File: config.mk
export PLATFORM = sky130hd
export DESIGN_NAME = cppf_useq
export DESIGN_NICKNAME = d
export VERILOG_FILES = /design/src/rtl/cppf_pkg.sv /design/src/rtl/cppf_useq.sv
export SDC_FILE = /design/constraint.sdc
export NUM_CORES = 1
export LEC_CHECK = 0
export BUFFER_PORTS_ARGS = -buffer_cell sky130_fd_sc_hd__buf_2
export CAP_MARGIN = 25
export CORE_MARGIN = 5
export CORE_UTILIZATION = 45
export CTS_BUF_LIST = sky130_fd_sc_hd__clkbuf_4
export CTS_CLUSTER_SIZE = 30
export DETAILED_ROUTE_END_ITERATION = 8
export GPL_TIMING_DRIVEN = 1
export PLACE_DENSITY = 0.64
export SYNTH_ARGS = -nofsm -noshare
export SYNTH_HDL_FRONTEND = slang
export SYNTH_SLANG_ARGS = --single-unit
File: constraint.sdc
create_clock -name clk -period 4.88 [get_ports clk]
set_input_delay 0.732 -clock clk [delete_from_list [all_inputs] [get_ports clk]]
set_output_delay 0.732 -clock clk [all_outputs]
set_load 0.05 [all_outputs]
File: src/rtl/cppf_pkg.sv
// ----------------------------------------------------------------------------
// cppf_pkg
// Shared constants, control word and status types, and the microprogram ROM
// of the closest prime pair finder.
// ----------------------------------------------------------------------------
package cppf_pkg;

    // Size of the prime bitmap; upper bounds must stay below it
    localparam int MAX_VALUE = 65536;

    // Field widths of the query and result items
    localparam int IN_W  = 16;
    localparam int OUT_W = 16;

    // Bitmap address, sieve counters (hold values below twice the map size) and scan counter
    localparam int ADDR_W = $clog2(MAX_VALUE);
    localparam int CNT_W  = ADDR_W + 1;
    localparam int NW     = (CNT_W > IN_W + 1) ? CNT_W : IN_W + 1;

    // Datapath operations, one per control word
    typedef enum logic [3:0] {
        OP_NOP,
        OP_CLR_J,
        OP_FILL,
        OP_INIT_I,
        OP_READ_I,
        OP_LOAD_J,
        OP_MARK,
        OP_NEXT_I,
        OP_ACCEPT,
        OP_READ_N,
        OP_EVAL,
        OP_EMIT
    } dp_op_t;

    // Jump conditions; a control word jumps to its target when its condition holds
    typedef enum logic [3:0] {
        C_NEXT,
        C_ALWAYS,
        C_NOT_J_LAST,
        C_SQ_GE,
        C_NOT_RD,
        C_J_LT,
        C_NOT_QUERY,
        C_OOR,
        C_N_GT_HI,
        C_OUT_FREE
    } cond_t;

    typedef logic [3:0] upc_t;

    // Step addresses of the microprogram
    localparam upc_t S_FILL_INIT = 4'd0;
    localparam upc_t S_FILL      = 4'd1;
    localparam upc_t S_SV_INIT   = 4'd2;
    localparam upc_t S_SV_TEST   = 4'd3;
    localparam upc_t S_SV_CHK    = 4'd4;
    localparam upc_t S_SV_MARK   = 4'd5;
    localparam upc_t S_SV_NEXT   = 4'd6;
    localparam upc_t S_IDLE      = 4'd7;
    localparam upc_t S_RANGE     = 4'd8;
    localparam upc_t S_SCAN_RD   = 4'd9;
    localparam upc_t S_SCAN_EV   = 4'd10;
    localparam upc_t S_EMIT      = 4'd11;
    localparam upc_t S_EMIT_WAIT = 4'd12;

    typedef struct packed {
        dp_op_t op;
        cond_t  cond;
        upc_t   target;
    } uword_t;

    // Status flags from the datapath to the sequencer
    typedef struct packed {
        logic j_last;
        logic j_lt;
        logic sq_ge;
        logic rd_bit;
        logic query;
        logic oor;
        logic n_gt_hi;
        logic out_free;
    } stat_t;

    // Microprogram ROM
    function automatic uword_t ucode(upc_t addr);
        uword_t w;
        unique case (addr)
            S_FILL_INIT: w = '{OP_CLR_J,  C_NEXT,       S_FILL_INIT};
            S_FILL:      w = '{OP_FILL,   C_NOT_J_LAST, S_FILL};
            S_SV_INIT:   w = '{OP_INIT_I, C_NEXT,       S_FILL_INIT};
            S_SV_TEST:   w = '{OP_READ_I, C_SQ_GE,      S_IDLE};
            S_SV_CHK:    w = '{OP_LOAD_J, C_NOT_RD,     S_SV_NEXT};
            S_SV_MARK:   w = '{OP_MARK,   C_J_LT,       S_SV_MARK};
            S_SV_NEXT:   w = '{OP_NEXT_I, C_ALWAYS,     S_SV_TEST};
            S_IDLE:      w = '{OP_ACCEPT, C_NOT_QUERY,  S_IDLE};
            S_RANGE:     w = '{OP_NOP,    C_OOR,        S_EMIT};
            S_SCAN_RD:   w = '{OP_READ_N, C_N_GT_HI,    S_EMIT};
            S_SCAN_EV:   w = '{OP_EVAL,   C_ALWAYS,     S_SCAN_RD};
            S_EMIT:      w = '{OP_EMIT,   C_OUT_FREE,   S_IDLE};
            S_EMIT_WAIT: w = '{OP_NOP,    C_ALWAYS,     S_EMIT};
            default:     w = '{OP_NOP,    C_ALWAYS,     S_FILL_INIT};
        endcase
        return w;
    endfunction

endpackage

File: src/rtl/cppf_useq.sv
// ----------------------------------------------------------------------------
// cppf_useq
// Microsequencer: step counter, control word fetch from the ROM and
// conditional jumps on datapath status.
// ----------------------------------------------------------------------------
module cppf_useq
    import cppf_pkg::*;
(
    input  logic   clk,
    input  logic   rst_n,
    input  stat_t  stat,
    output dp_op_t op
);

    upc_t   upc_reg;
    upc_t   upc_next;
    uword_t uw;
    logic   take;

    // Fetch the control word of the current step
    assign uw = ucode(upc_reg);
    assign op = uw.op;

    // Evaluate the jump condition
    always_comb
    begin
        unique case (uw.cond)
            C_NEXT:       take = 1'b0;
            C_ALWAYS:     take = 1'b1;
            C_NOT_J_LAST: take = !stat.j_last;
            C_SQ_GE:      take = stat.sq_ge;
            C_NOT_RD:     take = !stat.rd_bit;
            C_J_LT:       take = stat.j_lt;
            C_NOT_QUERY:  take = !stat.query;
            C_OOR:        take = stat.oor;
            C_N_GT_HI:    take = stat.n_gt_hi;
            C_OUT_FREE:   take = stat.out_free;
            default:      take = 1'b0;
        endcase
    end

    // Jump or advance
    assign upc_next = take ? uw.target : upc_t'(upc_reg + 4'd1);

    always_ff @(posedge clk or negedge rst_n)
    begin
        if (!rst_n)
            upc_reg <= S_FILL_INIT;
        else
            upc_reg <= upc_next;
    end

endmodule

==> results.cfg <==
[place]
portBuffers = 13
pre_cts_ws_ns = 2.50
dp_hpwl_mm = 1.02
place_congestion = 0.760

[timing]
rsz0062_at_grt = false
post-route-min-period_ns = 2.57
worstMarginPinSlew_ns = 0.598
clock_skew_ns = 0.00155
hold_violations = 0
post-route-period-util = 0.527
maxSlewViolCount = 0
finalWorstSetupSlack_ns = 2.31
clock.fmax_ghz = 0.389
relSlewSlack = 0.601
holdWs_ns = 0.297
setup_viol = 0
fin_setup_tns_ns = 0

[cts]
cts_buffers = 3
postCtsHoldBufs = 0
root_buffer = clkbuf_4
cts.clk_slew.worst_paths_ns = 0.04
clkSinkCount = 4
cts_setup_buffers = 0
insertion_delay_ns = 0.23
cts_resized = 0
htreeDepth = 1
cts_tree = built
clockBufferDepth = 2

[logic_synthesis]
ys_seq_area_frac = 0.160
ys_ff_latch = 4
syn-cell-area_um2 = 627
synthCells = 75
syn-num-nets = 93
ys_types = 31
yosys_warnings = 0
synth_area_leader_cell = dfrtp_1
synth_area_leaders = dfrtp_1 16%, ha_1 16%, mux2i_1 8.0%, mux2_4 7.2%, a21oi_1 4.8%
synth_top_area_frac = 0.160
syn_avg_cell_area_um2 = 8.36

[grt]
grt_pass1_vias = 530
grtUsageTotal = 0.148
antenna_found_initial = 0
grt_max_degree = 19
grt_overflow = 0
grt_first_pass_wirelength_mm = 2.29

[worst_setup_path]
worstSetupPathType = reg -> out
r2r.worst_path.cells = 7
crit_path_max_fanout = 13
cp.arrival_ns = 1.84
ff2ff_setup_slack_ns = 2.45
cp_data_required_time_ns = 4.15
end_kind = output port
cp_slowest_stage_delay_ns = 0.58
cpMaxStageDelayCell = dfrtp_1
crit_chain = inv_1 > ha_1 > a22o_1 > buf_2
critPathLaunchType = register
crit_buf_inv = 2
cpLargestDelayFamily = flip-flops
timing.rr.start = upc_reg[0]

[drt]
wl_per_cell_um = 13.6
first_pass_iters = 4
antenna_left = 0
drc = 0
wirelength_mm = 1.37
drt_iter0_drc = 10
routed_via_density = 5.61
route.vias.total = 567

[run_status]
status = finished, final reports clean

[die]
floorplan.initialDensity = 0.476
core_um2 = 1320
num_io_pins = 14
die_w_um = 47.3
die_h_um = 47.3
num_rows = 13
design.die.area_um2 = 2240

[layout]
drive_gt1_frac = 0.291
antenna_cells = 0
area_growth_pct = 12.2
fin_util = 0.534
fin_nets = 106

[run]
max-cap-violations = 0

[min_path]
hold_class = in -> async
## cell usage after synthesis
cell type / count
nand3b_1: 1
mux2_4: 3
nor2b_1: 2
a22oi_1: 2
or2_1: 1
clkbuf_1: 1
o22ai_1: 1
nand2_1: 4
a21boi_2: 1
o21ai_1: 1
nor2_1: 7
a32o_1: 1
o211ai_1: 1
nor3_2: 1
o311ai_1: 1
inv_1: 4
o221ai_1: 1
nor3_1: 1
dfrtp_1: 4
or3_1: 1
a22o_1: 2
buf_6: 1
o21ai_0: 6
buf_2: 3
ha_1: 8
a21oi_1: 6
nor4_2: 1
inv_2: 2
a31oi_1: 1
o211ai_4: 1
mux2i_1: 5
## through the flow
stage | area (µm²) | std cells
4_1_cts | 703 | 101
5_1_grt | 703 | 101
2_1_floorplan | 627 | 75
3_3_place_gp | 681 | 98
6_report | 703 | 101
3_5_place_dp | 681 | 98
## cell families after synthesis
group,share of synthesized area
fa+ha+maj,0.160
flops,0.160
simple gates,0.162
mux,0.152
buf+inv,0.0838
compound gates,0.283
## routing by layer
layer	part of all wire	routed length [µm]	GRT usage	vias up
li1	-	-	-	298
met3	0.036	49	0.0460	2
met2	0.46	626	0.217	12
met5	0	0	0	-
met1	0.50	682	0.198	255
met4	0.0088	12	0.0663	0
## layout by cell type (no fill, tap or decap), types with 3 or more instances in the layout
cell / n
nand2_1: 4
mux2i_1: 5
o21ai_0: 6
inv_1: 4
a21oi_1: 6
mux2_4: 3
nor2_1: 7
dfrtp_1: 4
ha_1: 8
clkbuf_4: 3
buf_2: 13
## worst reg2reg max path, cell delays in order (launching register included)
cell and delay (ns):
dfrtp_1 0.58, inv_1 0.20, ha_1 0.38, nor3_2 0.26
a21oi_1 0.12, mux2_4 0.33, o211ai_4 0.13, mux2_4 0.33
## final cells by class
class,count,area [µm²]
multi-input cells,60,474
inverters,6,22.5
well taps,15,18.8
clock buffers,3,22.5
fillers,135,614
repair buffers,13,65.1
flip-flops and latches,4,100
## worst max-delay path by stage
stage / start / end / slack (ns) / cells past startpoint
floorplan: upc_reg[3] / op[0] / 2.39 / 3
global placement: upc_reg[0] / register / 2.53 / 7
detailed placement: upc_reg[0] / register / 2.50 / 7
CTS: upc_reg[0] / op[1] / 2.32 / 4
global route: upc_reg[3] / op[1] / 2.18 / 4
finish: upc_reg[0] / op[1] / 2.31 / 4
Power is left out: the tool's default activity adds up to more than one toggle a clock period on the data nets, which glitch-free logic cannot reach.
